--- config.mk ---
export PLATFORM = sky130hd
export DESIGN_NAME = utf8_stream_validator_top
export DESIGN_NICKNAME = d
export VERILOG_FILES = /design/src/rtl/utf8v_pkg.sv /design/src/rtl/utf8_stream_validator_top.sv /design/src/rtl/utf8v_in_stage.sv /design/src/rtl/utf8v_core.sv /design/src/rtl/utf8v_out_stage.sv
export SDC_FILE = /design/constraint.sdc
export NUM_CORES = 1
export LEC_CHECK = 0
export BUFFER_PORTS_ARGS = -buffer_cell sky130_fd_sc_hd__buf_2
export CAP_MARGIN = 20
export CORE_UTILIZATION = 52
export DETAILED_ROUTE_END_ITERATION = 10
export PLACE_DENSITY = 0.76
export REMOVE_ABC_BUFFERS = 1
export SLEW_MARGIN = 20
export SYNTH_ARGS = -nofsm -noshare
export SYNTH_HDL_FRONTEND = slang
export SYNTH_SLANG_ARGS = --single-unit
export TNS_END_PERCENT = 20
--- constraint.sdc ---
create_clock -name clock -period 2.4 [get_ports clock]
set_input_delay 0.24 -clock clock [delete_from_list [all_inputs] [get_ports clock]]
set_output_delay 0.24 -clock clock [all_outputs]
set_load 0.005 [all_outputs]
--- src/rtl/utf8v_pkg.sv ---
// Shared types, codes and lead-byte decode for the UTF-8 stream validator.
package utf8v_pkg;

   localparam logic [7:0] LEAD_SIX_LO  = 8'hFC;
   localparam logic [7:0] LEAD_SIX_HI  = 8'hFD;
   localparam logic [7:0] LEAD_FIVE_LO = 8'hF8;
   localparam logic [7:0] LEAD_FOUR_LO = 8'hF0;
   localparam logic [7:0] LEAD_THREE_LO = 8'hE0;
   localparam logic [7:0] LEAD_TWO_LO  = 8'hC0;
   localparam logic [7:0] HIGH_BIT_LO  = 8'h80;

   typedef enum logic [2:0] {
      REASON_OK       = 3'd0,
      REASON_BAD_LEAD = 3'd1,
      REASON_BAD_CONT = 3'd2,
      REASON_TRUNC    = 3'd3,
      REASON_ASCII    = 3'd4
   } reason_type;

   // One byte held in the input register.
   typedef struct packed {
      logic       valid;
      logic [7:0] data;
      logic       last;
   } byte_stage_type;

   // Verdict handed from the checker to the result register.
   typedef struct packed {
      logic       load;
      logic       is_utf8;
      reason_type reason;
   } verdict_type;

   // Number of continuation bytes that follow a lead byte of 0xC0 or above.
   function automatic logic [2:0] seq_extra(input logic [7:0] b);
      logic [2:0] n;
      begin
         if (b >= LEAD_SIX_LO && b <= LEAD_SIX_HI) begin
            n = 3'd5;
         end else if (b >= LEAD_FIVE_LO) begin
            n = 3'd4;
         end else if (b >= LEAD_FOUR_LO) begin
            n = 3'd3;
         end else if (b >= LEAD_THREE_LO) begin
            n = 3'd2;
         end else begin
            n = 3'd1;
         end
         return n;
      end
   endfunction

endpackage

--- src/rtl/utf8_stream_validator_top.sv ---
// Top level of the UTF-8 stream validator: input register, checker, result register.
//
//   channel  direction  ports                                      transaction
//   req      in         req_valid/req_ready, data_byte, last_byte  one text byte
//   rsp      out        rsp_valid/rsp_ready, is_utf8, reason       one verdict per stream
//
// One byte is taken every cycle unless stalled; checker state updates as the byte is consumed.
// A verdict passes the input and result registers to rsp after its last byte is accepted.
// Only a last byte can stall, and only while the result register still holds an untaken verdict.
// Synchronous reset empties both registers and returns the checker to the start of a stream.
module utf8_stream_validator_top
   import utf8v_pkg::*;
(
   input  logic       clock,
   input  logic       reset,
   input  logic       req_valid,
   output logic       req_ready,
   input  logic [7:0] req_data_byte,
   input  logic       req_last_byte,
   output logic       rsp_valid,
   input  logic       rsp_ready,
   output logic       rsp_is_utf8,
   output logic [2:0] rsp_reason
);

   byte_stage_type stage;
   verdict_type    verdict;
   logic           fire;
   logic           slot_free;

   utf8v_in_stage u_in_stage (
      .clock         (clock),
      .reset         (reset),
      .req_valid     (req_valid),
      .req_ready     (req_ready),
      .req_data_byte (req_data_byte),
      .req_last_byte (req_last_byte),
      .slot_free     (slot_free),
      .stage         (stage),
      .fire          (fire)
   );

   utf8v_core u_core (
      .clock   (clock),
      .reset   (reset),
      .stage   (stage),
      .fire    (fire),
      .verdict (verdict)
   );

   utf8v_out_stage u_out_stage (
      .clock       (clock),
      .reset       (reset),
      .verdict     (verdict),
      .slot_free   (slot_free),
      .rsp_valid   (rsp_valid),
      .rsp_ready   (rsp_ready),
      .rsp_is_utf8 (rsp_is_utf8),
      .rsp_reason  (rsp_reason)
   );

endmodule

--- src/rtl/utf8v_in_stage.sv ---
// Input register that holds one byte until the checker consumes it.
module utf8v_in_stage
   import utf8v_pkg::*;
(
   input  logic           clock,
   input  logic           reset,
   input  logic           req_valid,
   output logic           req_ready,
   input  logic [7:0]     req_data_byte,
   input  logic           req_last_byte,
   input  logic           slot_free,
   output byte_stage_type stage,
   output logic           fire
);

   logic       valid_ff;
   logic       valid_in;
   logic [7:0] data_ff;
   logic       last_ff;

   // A byte that is not last yields no result, so it never waits on the output side.
   assign fire      = valid_ff && (!last_ff || slot_free);
   assign req_ready = !valid_ff || fire;
   assign valid_in  = (req_valid && req_ready) || (valid_ff && !fire);

   always_ff @(posedge clock) begin
      if (reset) begin
         valid_ff <= 1'b0;
      end else begin
         valid_ff <= valid_in;
      end
   end

   always_ff @(posedge clock) begin
      if (req_valid && req_ready) begin
         data_ff <= req_data_byte;
         last_ff <= req_last_byte;
      end
   end

   assign stage.valid = valid_ff;
   assign stage.data  = data_ff;
   assign stage.last  = last_ff;

endmodule

--- src/rtl/utf8v_core.sv ---
// Sequence tracking state, first-error capture and end-of-stream verdict.
module utf8v_core
   import utf8v_pkg::*;
(
   input  logic           clock,
   input  logic           reset,
   input  byte_stage_type stage,
   input  logic           fire,
   output verdict_type    verdict
);

   logic [2:0] bytes_left_ff;
   logic [2:0] bytes_left_in;
   logic       all_ascii_ff;
   logic       all_ascii_in;
   reason_type first_error_ff;
   reason_type first_error_in;
   logic [2:0] nb;
   logic       na;
   reason_type ne;
   reason_type final_reason;
   logic       end_of_stream;

   always_comb begin
      nb = bytes_left_ff;
      na = all_ascii_ff;
      ne = first_error_ff;
      // Once an error is held, later bytes leave the state alone.
      if (first_error_ff == REASON_OK) begin
         if (stage.data[7]) begin
            na = 1'b0;
         end
         if (bytes_left_ff == 3'd0) begin
            if (stage.data >= HIGH_BIT_LO) begin
               if (stage.data < LEAD_TWO_LO) begin
                  ne = REASON_BAD_LEAD;
               end else begin
                  nb = seq_extra(stage.data);
               end
            end
         end else begin
            if (stage.data[7:6] != 2'b10) begin
               ne = REASON_BAD_CONT;
            end else begin
               nb = bytes_left_ff - 3'd1;
            end
         end
      end
   end

   always_comb begin
      priority if (ne != REASON_OK) begin
         final_reason = ne;
      end else if (nb != 3'd0) begin
         final_reason = REASON_TRUNC;
      end else if (na) begin
         final_reason = REASON_ASCII;
      end else begin
         final_reason = REASON_OK;
      end
   end

   assign end_of_stream = fire && stage.last;

   always_comb begin
      bytes_left_in  = bytes_left_ff;
      all_ascii_in   = all_ascii_ff;
      first_error_in = first_error_ff;
      if (end_of_stream) begin
         bytes_left_in  = 3'd0;
         all_ascii_in   = 1'b1;
         first_error_in = REASON_OK;
      end else if (fire) begin
         bytes_left_in  = nb;
         all_ascii_in   = na;
         first_error_in = ne;
      end
   end

   always_ff @(posedge clock) begin
      if (reset) begin
         bytes_left_ff  <= 3'd0;
         all_ascii_ff   <= 1'b1;
         first_error_ff <= REASON_OK;
      end else begin
         bytes_left_ff  <= bytes_left_in;
         all_ascii_ff   <= all_ascii_in;
         first_error_ff <= first_error_in;
      end
   end

   assign verdict.load    = end_of_stream;
   assign verdict.is_utf8 = (final_reason == REASON_OK);
   assign verdict.reason  = final_reason;

   a_fire_needs_byte: assert property (@(posedge clock) disable iff (reset)
      fire |-> stage.valid)
      else $error("checker consumed an empty input register");

   a_clear_after_last: assert property (@(posedge clock) disable iff (reset)
      end_of_stream |=> bytes_left_ff == 3'd0 && all_ascii_ff && first_error_ff == REASON_OK)
      else $error("state not cleared after the last byte of a stream");

   a_error_sticky: assert property (@(posedge clock) disable iff (reset)
      first_error_ff != REASON_OK && !end_of_stream |=> first_error_ff == $past(first_error_ff))
      else $error("held error changed before the end of the stream");

   a_error_freezes: assert property (@(posedge clock) disable iff (reset)
      first_error_ff != REASON_OK && !end_of_stream |=> $stable(bytes_left_ff))
      else $error("sequence count moved after an error");

   a_count_range: assert property (@(posedge clock) disable iff (reset)
      bytes_left_ff <= 3'd5)
      else $error("continuation count above the longest sequence");

endmodule

--- src/rtl/utf8v_out_stage.sv ---
// Result register that holds one verdict until the consumer takes it.
module utf8v_out_stage
   import utf8v_pkg::*;
(
   input  logic        clock,
   input  logic        reset,
   input  verdict_type verdict,
   output logic        slot_free,
   output logic        rsp_valid,
   input  logic        rsp_ready,
   output logic        rsp_is_utf8,
   output logic [2:0]  rsp_reason
);

   logic       valid_ff;
   logic       valid_in;
   logic       is_utf8_ff;
   logic [2:0] reason_ff;

   assign slot_free = !valid_ff || rsp_ready;
   assign valid_in  = verdict.load || (valid_ff && !rsp_ready);

   always_ff @(posedge clock) begin
      if (reset) begin
         valid_ff <= 1'b0;
      end else begin
         valid_ff <= valid_in;
      end
   end

   always_ff @(posedge clock) begin
      if (verdict.load) begin
         is_utf8_ff <= verdict.is_utf8;
         reason_ff  <= verdict.reason;
      end
   end

   assign rsp_valid   = valid_ff;
   assign rsp_is_utf8 = is_utf8_ff;
   assign rsp_reason  = reason_ff;

endmodule
* After elaboration in Yosys (flattened, before gate mapping)
Index checks and enable logic that the tools add are counted.
** Cells by class
- Add/subtract/negate cells :: 1
- $mul :: 0
- Div/mod/pow operators :: 0
- $lt $le $gt $ge :: 7
- Equality and inequality tests :: 1
- Shifts and indexed selects :: 0
- Mux-type cells :: 19
- Bitwise gates (word level) :: 0
- Reduce and logical (&&, ||, !) cells :: 22
** Operator list (number)
- 2-to-1 mux 3 bit :: 16
- >= comparator 8 bit, second input constant :: 5
- zero test 3 bit :: 3
- <= comparator 8 bit, second input constant :: 1
- less-than comparator 8 bit, second input constant :: 1
- logical AND 1 bit :: 6
- nonzero test 3 bit :: 2
- zero test 1 bit :: 5
- logical OR 1 bit :: 5
- subtractor 3 x 1 -> 3 bit, second input constant :: 1
- 2-to-1 mux 1 bit :: 2
- 2-to-1 mux 2 bit :: 1
- != test 2 bit, second input constant :: 1
- OR reduction 2 bit :: 1
** Word-level totals
- Register bits after elaboration :: 22
- Latch bits :: 0
- Bits in writable memories :: 0
- Memory bits (read-only) :: 0
- Bits of input ports :: 13
- Logic and storage cells :: 59
- Memories kept :: 0

* Logic depth before layout (Yosys ltp)
Gate-level depths: netlist (run 1).
- Word-level depth :: 13
- Mapped depth :: 9
- Depth with buffers taken out :: 8

* Modules after synthesis
A second synthesis (run 1) with hierarchy kept.
** Unflattened totals
- Cells, all modules :: 97
- Area total of the unflattened synthesis :: 1096.1 um^2
** Modules (own cells, without submodules)
- utf8v_core :: times used 1, cells an instance 71, area an instance 571.8 um^2, sequential area each 140.1 um^2
- utf8v_in_stage :: times used 1, cells an instance 18, area an instance 357.8 um^2, sequential area each 290.3 um^2
- utf8v_out_stage :: times used 1, cells an instance 8, area an instance 166.4 um^2, sequential area each 140.1 um^2

* Least setup slack after synthesis (run 1)
Ideal clock, no wire load.
- Kind :: reg-to-reg
- Start :: register u_core.bytes_left_ff[0]
- End :: register u_out_stage.reason_ff[0] (netlist: u_out_stage.rsp_reason[0]), data pin
- Setup time :: 0.266 ns
- Arrival :: 1.909 ns
- Data required time :: 2.134 ns
- Path slack :: 0.225 ns
- Cell stages (with the launch flop) :: 10
- Cell sequence :: dfxtp_1 inv_1 ha_1 ha_1 buf_6 and2_1 o21a_1 or3_4 a211oi_2 o21ai_0
** On the way
- Cells in the longest elaborated chain, start to end :: 7
- Elaborated cells between the ends (all ways) :: 13
- Those cells by class :: add/sub (1); mux (9); reduce/logical (3)
** Ends and longest elaborated chain
- from (decl) :: RTL line utf8v_core.sv:12 : logic [2:0] bytes_left_ff;
- from (signal assigned) :: RTL line utf8v_core.sv:86 : bytes_left_ff <= bytes_left_in;
- subtractor 3 x 1 -> 3 bit / 2-to-1 mux 3 bit (equally long branches) :: RTL line utf8v_core.sv:45, utf8v_core.sv:35
- 2-to-1 mux 3 bit, on equally long branches :: RTL line utf8v_core.sv:42, utf8v_core.sv:34
- 2-to-1 mux 3 bit :: RTL line utf8v_core.sv:33 : if (bytes_left_ff == 3'd0) begin
- 2-to-1 mux 3 bit :: RTL line utf8v_core.sv:29 : if (first_error_ff == REASON_OK) begin
- nonzero test 3 bit :: RTL line utf8v_core.sv:54 : end else if (nb != 3'd0) begin
- 2-to-1 mux 3 bit :: RTL line utf8v_core.sv:54
- 2-to-1 mux 3 bit (*) :: RTL line utf8v_core.sv:52 : priority if (ne != REASON_OK) begin
- named net u_core.final_reason[0] :: RTL line utf8v_core.sv:21 : reason_type final_reason;
- to (signal assigned) :: RTL line utf8v_out_stage.sv:34 : reason_ff <= verdict.reason;
- to (decl) :: RTL line utf8v_out_stage.sv:18 : logic [2:0] reason_ff;
Mark *: on every way through the listed nets, which the timed path passes. The rest lies on a longest branch.
A chain may end at the register's enable or synchronous reset.

* Worst setup path after layout (run 1)
Same ends and word-level chain as after synthesis.

==> results.txt, run 1 <==
----------------------------------------------------
[CTS]
  # hold bufs at CTS ... 0
  Number of buffers created by CTS ... 3
  # resized after CTS ... 0
  Clock insertion delay at the later pin of the skew report ... 300 ps
  CTS Sinks ... 21
  Clock tree from TritonCTS ... yes
  H-tree depth reported by CTS ... 1
  Buffer depth of the longest clock path ... 2
  Clock root buffer ... clkbuf_4
  Clock edge transition at the registers on the reported setup and hold paths ... 110 ps
  Buffers inserted during post-CTS setup optimization ... 0

[Floorplan]
  Placeable core region ... 1730 um2
  Top Ports ... 19
  Initial Util ... 55.9%
  DIE HEIGHT ... 45.1 um
  Die width ... 45.1 um
  Number of cell rows ... 15
  Die area ... 2030 um2

[Finish]
  NumNets Final ... 129
  Most frequent standard cell in the layout excluding fill and tap cells ... buf_2
  Most frequent cells in the layout ... buf_2 (17), edfxtp_1 (12), nor2_1 (9), dfxtp_1 (9), inv_1 (7)
  Number of diodes added for antenna fixing ... 0
  Share of post-route cells with drive strength above 1 ... 25.7%
  Multi-input gate area ... 388 um2
  Post-route non-filler standard cell count ... 138
  Sequential cell area in the final layout ... 541 um2
  Post-layout instance area ... 1120 um2
  Area growth syn-to-layout ... 15.9%
  Number of fillers in the final layout ... 152

[Critical path]
  Kind of cell adding the most delay to the critical path ... compound AO/OA/AOI/OAI gates
  Worst path required time ... 2450 ps
  Slowest Stage Delay on Critical Path ... 350 ps
  CP Buf/Inv Count ... 1
  Critical path start-end classification ... reg -> reg
  Reg-to-reg setup timing slack ... 110 ps
  Arr. time, crit path ... 2340 ps
  Reg-to-Reg End ... u_out_stage.rsp_reason[0]
  R2R cell count ... 8
  Launching element type of the critical path ... flip-flop
  Maximum fanout along the worst path ... 5
  Slowest cell on the critical path ... a211oi_2
  FF-to-FF Start ... u_core.bytes_left_ff[0]
  Cell-by-cell trace of the critical path ... inv_1 > ha_1 > ha_1 > and2_1 > o21a_1 > or3_4 > a211oi_2 > o21ai_0
  Worst setup endpoint ... u_out_stage.rsp_reason[0]
  Cell mode on critical path ... ha_1
  CP Depth ... 8
  Worst setup EP type ... flip-flop
  Launching instance or port of the critical path ... u_core.bytes_left_ff[0]

[Timing]
  Slew at the pin with the worst max-slew slack ... 563 ps
  Number of endpoints with negative hold slack in the final report ... 0
  Number of failing setup endpoints in the final timing report ... 0
  Final Cycle Share ... 95.6%
  Crit path time final ... 2290 ps
  Max-slew violation count ... 0
  Post-route worst hold slack ... 103 ps
  Setup Total Neg Slack ... 0 ps
  Timing-limited maximum frequency ... 436 MHz
  Final setup skew ... 2.73 ps
  Remaining max-slew budget at the tightest pin ... 62.2%
  Setup repair after global routing missed its margin ... false

[Pwr]
  Leakage dissipation ... 0.441 nW
  Clock power frac ... 24.6%
  Maximum vdd drop ... 441 uV
  Reported net switching power ... 164 uW
  Design Power ... 676 uW
  Power density over cell area ... 603 nW/um2
  Net Sw Frac ... 24.3%
  Internal power ... 511 uW
  Proportion of power drawn by flip-flops and latches ... 60.8%
  Proportion of power drawn by combinational gates ... 14.6%

[Logic synthesis]
  Post-Syn Area per Cell ... 10.7 um2
  Post-synthesis cell area ... 966 um2
  Count of distinct cell types in the synthesized netlist ... 30
  Share of the yosys chip area belonging to registers ... 56.0%
  Number of synthesized register bits ... 21
  Number of synthesis warnings ... 0
  Proportion of synthesized flip-flops having asynchronous set or reset ... 0%
  Synthesized netlist cell count ... 90
  Number of synthesized flops with an enable pin ... 12
  Dominant register cell in the synthesized netlist ... edfxtp_1

[Placement]
  Port buffer count ... 17
  Dpl hpwl ... 1280 um
  Placed Cells ... 134
  Placer congestion estimate ... 0.818
  Post-DP Area ... 1090 um2

[Run status]
  Status ... completed

[Route]
  Total Routed Length ... 1710 um
  Drc violations ... 0
  Iteration-0 DRC count of the detailed router ... 9
  Via total after detailed routing ... 754
  Detailed-route vias per instance ... 5.46
  Drt wl/cell ... 12.4 um
  Pre-Repair DR Iteration Count ... 4
  Number of nets with antenna violations after routing ... 0

[Global routing]
  Via count of the first global-routing pass ... 666
  Wire length of the first global-routing pass ... 2680 um
  Number of antenna violations at the first check in global routing ... 0
  Largest net degree at the start of global routing ... 12
  Combined global-route utilization of all metal layers ... 19.2%
  Aggregate global routing overflow ... 0

[Job]
  Number of max-capacitance violations reported ... 0

[Hold path]
  Min-Delay Path Class ... in -> reg

----------------------------------------------------
==> how the worst min path moves through the flow <==
stage	depth (start not counted)	slack (ps)	from	end
2_1_floorplan	1	310	reset	u_in_stage.valid_ff
3_3_place_gp	1	420	req_data_byte[3]	u_in_stage.data_ff[3]
3_5_place_dp	1	420	req_data_byte[3]	u_in_stage.data_ff[3]
4_1_cts	1	100	req_last_byte	u_in_stage.last_ff
5_1_grt	1	100	req_last_byte	u_in_stage.last_ff
6_report	1	100	req_last_byte	u_in_stage.last_ff
==> sequential cells by signal, indices dropped and copies added (netlist names) <==
| name | flops |
|---|---|
| u_in_stage.data_ff | 7 |
| u_core.bytes_left_ff | 3 |
| u_core.first_error_ff | 3 |
| u_out_stage.rsp_reason | 3 |
| u_core.all_ascii_ff | 1 |
| u_in_stage.last_ff | 1 |
| u_in_stage.valid_ff | 1 |
| u_out_stage.rsp_is_utf8 | 1 |
| u_out_stage.rsp_valid | 1 |
==> layer usage <==
layer,up-vias,GRT usage (%),share of wire (%)
met4,0,13.3,3.2
met1,350,23.9,47
li1,381,-,-
met5,-,0,0
met3,7,4.80,2.9
met2,16,29.0,47
==> cell type report <==
| class | count | share of cell area, % |
|---|---|---|
| Sequential cell | 21 | 48.3 |
| Multi-Input combinational cell | 61 | 34.6 |
| Timing Repair Buffer | 20 | 9.61 |
| Tap cell | 25 | 2.79 |
| Clock buffer | 4 | 2.35 |
| Inverter | 7 | 2.35 |
==> cells in the mapped netlist, drive strengths merged (2+ instances only) <==
cell type / number / area share, %
a21oi: 6 / 3.1
a22oi: 2 / 1.6
a31oi: 3 / 1.9
a32oi: 3 / 2.7
and2: 2 / 1.4
dfxtp: 9 / 19
edfxtp: 12 / 37
ha: 2 / 2.6
inv: 7 / 2.7
nand2: 5 / 1.9
nand2b: 2 / 1.3
nand3: 2 / 1.0
nor2: 9 / 3.5
nor2b: 3 / 1.9
nor3: 4 / 2.1
nor3b: 2 / 2.1
o21ai: 5 / 2.6
or3: 2 / 2.3
==> cells by family after synthesis <==
logic type / after synthesis / share of synthesized area [%]
AOI/OAI and AO/OA: 27 / 19.3
adders and majority gates: 2 / 2.59
buffers and inverters: 8 / 3.89
DFF: 21 / 56.0
and+or+nand+nor: 32 / 18.3
==> metrics by stage <==
stage / util [%] / setup slack [ps]
2_1_floorplan: - / 255
3_3_place_gp: 63.3 / 198
3_5_place_dp: 63.3 / 159
4_1_cts: 64.9 / 140
5_1_grt: 64.9 / 26.1
6_report: 64.9 / 106
==> worst register-to-register path, stage by stage (launching register included) <==
cell and delay, ps:
dfxtp_1 340, inv_1 50, ha_1 190, ha_1 220
and2_1 200, o21a_1 200, or3_4 330, a211oi_2 350
o21ai_0 150
==> power by group through the flow <==
stage               registers [mW]  logic (mW)  clock network [mW]
CTS                          0.410      0.0972               0.170
floorplan                    0.418      0.0633                   0
finish                       0.411      0.0985               0.167
global placement             0.418      0.0927                   0
detailed placement           0.419      0.0966                   0
global route                 0.413       0.108               0.180
Note: power is estimated with default switching activity, not from simulation.
==> inputs of run 2 (changes only) <==
- CORE_UTILIZATION: 52 -> 55
- PLACE_DENSITY: 0.76 -> 0.9
- clock period: 2.4 -> 2.9 ns (I/O delays scaled with it)
==> results.txt, run 2 (synthesized netlist as in run 1, its figures left out) <==
----------------------------------------------------
[Global routing]
  Via count of the first global-routing pass ... 685 (+2.9%)
  Number of antenna violations at the first check in global routing ... 0 (unchanged)
  Wire length of the first global-routing pass ... 2910 um (+8.7%)
  Largest net degree at the start of global routing ... 12 (unchanged)
  Aggregate global routing overflow ... 0 (unchanged)
  Combined global-route utilization of all metal layers ... 21.0% (+1.8 points)

[Timing]
  Slew at the pin with the worst max-slew slack ... 861 ps (+298 ps)
  PnR worst setup slack ... 475 ps (+369 ps)
  Timing-limited maximum frequency ... 412 MHz (-5.4%)
  Remaining max-slew budget at the tightest pin ... 42.3% (-20 points)
  Final Cycle Share ... 83.6% (-12 points)
  Max-slew violation count ... 0 (unchanged)
  Final setup skew ... 5.09 ps (+2.36 ps)
  Setup repair after global routing missed its margin ... false
  Number of endpoints with negative hold slack in the final report ... 0 (unchanged)
  Setup Total Neg Slack ... 0 ps (unchanged)
  Crit path time final ... 2420 ps (+131 ps)
  Number of failing setup endpoints in the final timing report ... 0 (unchanged)

[CTS]
  Number of buffers created by CTS ... 3 (unchanged)
  # hold bufs at CTS ... 0 (unchanged)
  CTS Sinks ... 21 (unchanged)
  Clock root buffer ... clkbuf_4
  H-tree depth reported by CTS ... 1 (unchanged)
  Buffer depth of the longest clock path ... 2 (unchanged)
  Clock edge transition at the registers on the reported setup and hold paths ... 110 ps (about the same)
  # resized after CTS ... 0 (unchanged)
  Buffers inserted during post-CTS setup optimization ... 0 (unchanged)
  Clock tree from TritonCTS ... yes
  Clock insertion delay at the later pin of the skew report ... 300 ps (about the same)

[Critical path]
  Maximum fanout along the worst path ... 9 (+4)
  Arr. time, crit path ... 2470 ps (+130 ps)
  Launching element type of the critical path ... flip-flop
  Reg-to-reg setup timing slack ... 480 ps (+370 ps)
  Critical path start-end classification ... reg -> reg
  Worst setup EP type ... flip-flop
  Worst path required time ... 2950 ps (+500 ps)

[Route]
  Drt wl/cell ... 14.0 um (+12%)
  Met3 wirelength from detailed routing ... 74 um (+48%)
  Total Routed Length ... 1760 um (+2.6%)
  Iteration-0 DRC count of the detailed router ... 25 (+16)
  Via total after detailed routing ... 746 (-1.1%)
  Number of nets with antenna violations after routing ... 0 (unchanged)
  Top metal layer carrying routed signals ... met4
  Detailed-route vias per instance ... 5.92 (+8.4%)
  Metal2 WL ... 888 um (+11%)
  Pre-Repair DR Iteration Count ... 6 (+2)
  Routed length on met1 ... 770 um (-4.7%)
  Drc violations ... 0 (unchanged)

[Finish]
  Number of diodes added for antenna fixing ... 0 (unchanged)
  Share of post-route cells with drive strength above 1 ... 23.6% (-2.0 points)
  Area growth syn-to-layout ... 12.4%
  Most flop-heavy register ... u_in_stage.data_ff
  Most frequent cells in the layout ... buf_2 (17), edfxtp_1 (12), nor2_1 (9), dfxtp_1 (9), inv_1 (7)
  Post-route core utilization ... 68.9% (+4.0 points)
  Most frequent standard cell in the layout excluding fill and tap cells ... buf_2
  Flip-flop count of the largest register, all copies and words added ... 7 (unchanged)
  NumNets Final ... 126 (-2.3%)

[Pwr]
  Proportion of power drawn by combinational gates ... 13.7% (-0.9 points)
  Reported net switching power ... 133 uW (-19%)
  Net Sw Frac ... 24.0% (-0.28 points)
  Maximum vdd drop ... 359 uV (-19%)
  Leakage dissipation ... 0.427 nW (-3.3%)
  Proportion of power drawn by flip-flops and latches ... 61.6% (+0.8 points)
  Power density over cell area ... 509 nW/um2 (-16%)
  Clock power frac ... 24.7% (about the same)
  Internal power ... 420 uW (-18%)

[Floorplan]
  DIE HEIGHT ... 43.9 um (-2.6%)
  Number of cell rows ... 14 (-1)
  Die area ... 1930 um2 (-5.2%)
  Initial Util ... 61.3% (+5.3 points)
  Die width ... 43.9 um (-2.6%)
  Placeable core region ... 1580 um2 (-8.7%)
  Top Ports ... 19 (unchanged)

[Placement]
  Port buffer count ... 17 (unchanged)
  Placer congestion estimate ... 0.900 (+10%)
  Worst slack at placement ... 494 ps (+335 ps)
  Dpl hpwl ... 1350 um (+5.2%)

[Run status]
  Status ... completed

[Job]
  Number of max-capacitance violations reported ... 0 (unchanged)

[Hold path]
  Min-Delay Path Class ... in -> reg

----------------------------------------------------
-- run 2: changes by cell type in the layout (fill, tap and decap cells not counted), sizes merged --
cell,before,now
buf,20,17
-- run 2: path summary, 6_finish.rpt --
kind | to | from | cells past startpoint
worst max-delay path | u_out_stage.rsp_reason[1] | u_core.bytes_left_ff[0] | 8
worst min-delay path | u_in_stage.data_ff[5] | req_data_byte[5] | 1
worst max register to register | u_out_stage.rsp_reason[1] | u_core.bytes_left_ff[0] | 8
worst min register to register | u_core.all_ascii_ff | u_core.all_ascii_ff | 2
-- run 2: layout make-up --
| class | count | area (um2) |
|---|---|---|
| sequential | 21 | 541 |
| tap | 16 | 20.0 |
| fill | 124 | 490 |
| clock buffer | 4 | 26.3 |
| timing repair buffer | 17 | 85.1 |
| inverter | 7 | 26.3 |
| multi-input combinational | 61 | 388 |
-- run 2: per-stage QoR --
stage	area [um2]	total power, mW	std cells	hold slack, ps
after detailed placement	1060	0.423	122	468
after floorplan	955	0.398	89	359
final	1090	0.553	126	154
after global routing	1090	0.578	126	139
after CTS	1090	0.556	126	150
after global placement	1060	0.418	122	466
-- run 2: power groups by stage --
stage                     sequential (mW)  combinational (mW)  clock [mW]
after floorplan                     0.346              0.0524           0
after global placement              0.347              0.0709           0
after detailed placement            0.347              0.0753           0
after CTS                           0.341              0.0757       0.140
after global routing                0.343              0.0841       0.151
final                               0.341              0.0760       0.136
-- run 2: metal layers --
layer,global-route usage [%],vias up
met5,0,-
met3,6.25,4
met2,34.9,23
met4,7.27,0
li1,-,373
met1,26.1,346
-- run 2: critical path, stage by stage, from the launching register on --
cell and delay (ps):
dfxtp_1 390, inv_1 70, ha_1 200, ha_1 280, and2_1 220, o21a_1 200
or3_4 330, a211oi_2 340, o21ai_0 130
==> inputs of run 3 (changes only) <==
- ABC_AREA: unset -> 1
- CORE_UTILIZATION: 55 -> 53
- PLACE_DENSITY: 0.9 -> 0.87
- clock period: 2.9 -> 2.3 ns (I/O delays scaled with it)
==> results.txt, run 3 <==
----------------------------------------------------
[Timing]
  Slew at the pin with the worst max-slew slack ... 292 ps (-568 ps)
  Number of failing setup endpoints in the final timing report ... 0 (unchanged)
  Final setup skew ... 5.73 ps (+0.641 ps)
  Timing-limited maximum frequency ... 500 MHz (+21%)
  Post-route worst hold slack ... 76.3 ps (-77.7 ps)
  Remaining max-slew budget at the tightest pin ... 80.5% (+38 points)
  Max-slew violation count ... 0 (unchanged)
  Number of endpoints with negative hold slack in the final report ... 0 (unchanged)
  Final Cycle Share ... 87.0% (+3.4 points)
  Setup repair after global routing missed its margin ... false
  Setup Total Neg Slack ... 0 ps (unchanged)
  Crit path time final ... 2000 ps (-424 ps)

[CTS]
  Clock root buffer ... clkbuf_4
  # hold bufs at CTS ... 0 (unchanged)
  Buffers inserted during post-CTS setup optimization ... 0 (unchanged)
  Number of buffers created by CTS ... 3 (unchanged)
  Clock edge transition at the registers on the reported setup and hold paths ... 110 ps (about the same)
  CTS Sinks ... 21 (unchanged)
  Buffer depth of the longest clock path ... 2 (unchanged)
  Clock insertion delay at the later pin of the skew report ... 300 ps (about the same)
  # resized after CTS ... 0 (unchanged)
  H-tree depth reported by CTS ... 1 (unchanged)
  Clock tree from TritonCTS ... yes

[Pwr]
  Power density over cell area ... 642 nW/um2 (+26%)
  Maximum vdd drop ... 491 uV (+37%)
  Proportion of power drawn by flip-flops and latches ... 58.3% (-3.3 points)
  Internal power ... 542 uW (+29%)
  Reported net switching power ... 202 uW (+52%)
  Clock power frac ... 22.9% (-1.8 points)
  Proportion of power drawn by combinational gates ... 18.8% (+5.1 points)
  Net Sw Frac ... 27.1% (+3.1 points)
  Design Power ... 744 uW (+35%)
  Leakage dissipation ... 0.579 nW (+36%)

[Critical path]
  Launching element type of the critical path ... flip-flop
  Maximum fanout along the worst path ... 5 (-4)
  Critical path start-end classification ... reg -> reg
  FF-to-FF Start ... u_core.bytes_left_ff[0]
  Arr. time, crit path ... 2080 ps (-390 ps)
  Worst setup EP type ... flip-flop
  Worst path required time ... 2370 ps (-580 ps)
  Reg-to-Reg End ... u_out_stage.rsp_is_utf8
  R2R cell count ... 13 (+5)
  Reg-to-reg setup timing slack ... 300 ps (-180 ps)

[Global routing]
  Number of antenna violations at the first check in global routing ... 0 (unchanged)
  Aggregate global routing overflow ... 0 (unchanged)
  Wire length of the first global-routing pass ... 2710 um (-6.9%)
  Largest net degree at the start of global routing ... 12 (unchanged)
  Combined global-route utilization of all metal layers ... 18.9% (-2.1 points)
  Via count of the first global-routing pass ... 682 (-0.44%)

[Hold path]
  Hold Path Origin ... reset
  Min-Delay Path Class ... in -> reg
  Worst hold path depth ... 2 (+1)
  Hold EP ... u_in_stage.valid_ff

[Logic synthesis]
  Most used standard cells in the synthesized netlist ... nand2_1 (34), inv_1 (20), nor2_1 (14)
  Fraction of the mapped netlist area in compound gates ... 7.27% (-12 points)
  Top-count cell post-synth ... nand2_1
  Count of distinct cell types in the synthesized netlist ... 17 (-43%)
  Area share of fa/ha/maj cells after synthesis ... 2.46% (-0.13 points)
  Number of synthesis warnings ... 0 (unchanged)
  Number of synthesized flops with an enable pin ... 12 (unchanged)
  Number of synthesized register bits ... 21 (unchanged)
  Simple logic cell fraction of the synthesized area ... 28.6% (+10 points)
  Combinational family with the most area after synthesis ... simple AND/OR/NAND/NOR gates
  Post-Syn Area per Cell ... 8.19 um2 (-24%)
  Synth top area cells ... edfxtp_1 (35%), dfxtp_1 (18%), nand2_1 (13%), inv_1 (7.4%), nor2_1 (5.2%)
  Leading area contributor after synthesis ... edfxtp_1
  Proportion of synthesized flip-flops having asynchronous set or reset ... 0% (unchanged)
  Portion of synthesized cell area occupied by the leading cell type ... 35.5% (-1.8 points)
  Share of the yosys chip area belonging to registers ... 53.2% (-2.8 points)
  Synthesized-area fraction occupied by xor and xnor cells ... 0% (unchanged)
  Synthesized netlist cell count ... 124 (+38%)
  Dominant register cell in the synthesized netlist ... edfxtp_1
  Mux contribution to synthesized area ... 0% (unchanged)
  Post-synthesis cell area ... 1020 um2 (+5.2%)

[Finish]
  Post-layout instance area ... 1160 um2 (+6.7%)
  Flip-flop count of the largest register, all copies and words added ... 7 (unchanged)
  Post-route core utilization ... 65.7% (-3.2 points)
  Number of fillers in the final layout ... 164 (+32%)
  Most frequent standard cell in the layout excluding fill and tap cells ... nand2_1
  Number of diodes added for antenna fixing ... 0 (unchanged)
  Share of post-route cells with drive strength above 1 ... 24.1% (+0.50 points)
  Most frequent cells in the layout ... nand2_1 (34), inv_1 (20), buf_2 (17)
  NumNets Final ... 161 (+28%)
  Area growth syn-to-layout ... 14.0%
  Most flop-heavy register ... u_in_stage.data_ff

[Floorplan]
  Initial Util ... 57.6% (-3.7 points)
  Die width ... 45.8 um (+4.3%)
  DIE HEIGHT ... 45.8 um (+4.3%)
  Number of cell rows ... 15 (+1)
  Die area ... 2100 um2 (+8.7%)
  Placeable core region ... 1760 um2 (+12%)
  Top Ports ... 19 (unchanged)

[Route]
  Total Routed Length ... 1680 um (-4.5%)
  Drc violations ... 0 (unchanged)
  Drt wl/cell ... 9.88 um (-29%)
  Pre-Repair DR Iteration Count ... 4 (-2)
  Number of nets with antenna violations after routing ... 0 (unchanged)
  Detailed-route vias per instance ... 4.87 (-18%)
  Iteration-0 DRC count of the detailed router ... 23 (-8.0%)
  Via total after detailed routing ... 828 (+11%)

[Run status]
  Status ... completed

[Placement]
  Placer congestion estimate ... 0.884 (-1.8%)
  Port buffer count ... 17 (unchanged)
  Post-DP Area ... 1130 um2 (+6.8%)
  Dpl hpwl ... 1370 um (+1.6%)

[Job]
  Number of max-capacitance violations reported ... 0 (unchanged)

----------------------------------------------------
[run 3: how the worst max path moves through the flow]
stage / start / end / slack [ps] / depth (start not counted)
4_1_cts: u_core.bytes_left_ff[0] / u_out_stage.rsp_is_utf8 / 310 / 13
5_1_grt: u_core.bytes_left_ff[0] / u_out_stage.rsp_is_utf8 / 140 / 13
2_1_floorplan: u_core.bytes_left_ff[0] / u_out_stage.rsp_is_utf8 / 510 / 13
3_5_place_dp: u_core.bytes_left_ff[0] / u_out_stage.rsp_is_utf8 / 320 / 13
6_report: u_core.bytes_left_ff[0] / u_out_stage.rsp_is_utf8 / 300 / 13
3_3_place_gp: u_core.bytes_left_ff[0] / u_out_stage.rsp_is_utf8 / 380 / 13
[run 3: final cells by class]
cell class / count / area [um2] / area share, %
flip-flops and latches: 21 / 541 / 46.7
multi-input cells: 80 / 389 / 33.6
clock buffers: 4 / 26.3 / 2.27
inverters: 23 / 86.3 / 7.45
well taps: 25 / 31.3 / 2.70
repair buffers: 17 / 85.1 / 7.34
[run 3: logic make-up (layout without fill, tap and decap cells)]
logic type,Yosys count,count (layout)
buffers and inverters,23,44
DFF,21,21
AOI/OAI and AO/OA,13,13
adders and majority gates,2,2
and+or+nand+nor,65,65
[run 3: worst max-delay path, cell delays in order (launching register included)]
cell     delay, ps
dfxtp_1        340
inv_1           90
ha_1           210
ha_1           190
inv_1          140
nand3_1        110
nand2_1        120
nor2_1          60
nor2_2          70
nand2_1         60
nand2_2         80
nand3_2        100
o21ai_2        160
nor2_2          50
[run 3: power by group through the flow]
| stage | clock, mW | sequential [mW] | combinational (mW) |
|---|---|---|---|
| 6_report | 0.170 | 0.433 | 0.140 |
| 5_1_grt | 0.189 | 0.436 | 0.157 |
| 4_1_cts | 0.174 | 0.433 | 0.140 |
| 3_5_place_dp | 0 | 0.442 | 0.139 |
| 3_3_place_gp | 0 | 0.441 | 0.132 |
| 2_1_floorplan | 0 | 0.440 | 0.104 |
[run 3: through the flow]
stage               std cells  setup slack (ps)
finish                    170               299
global route              170               135
CTS                       170               308
detailed placement        166               323
global placement          166               382
floorplan                 124               511
[run 3: layer usage]
layer	routed length, um	track usage [%]	vias to the layer above
met3	99	3.97	5
met2	805	30.6	31
met4	43	10.6	0
met5	0	0	-
li1	-	-	432
met1	731	23.4	360
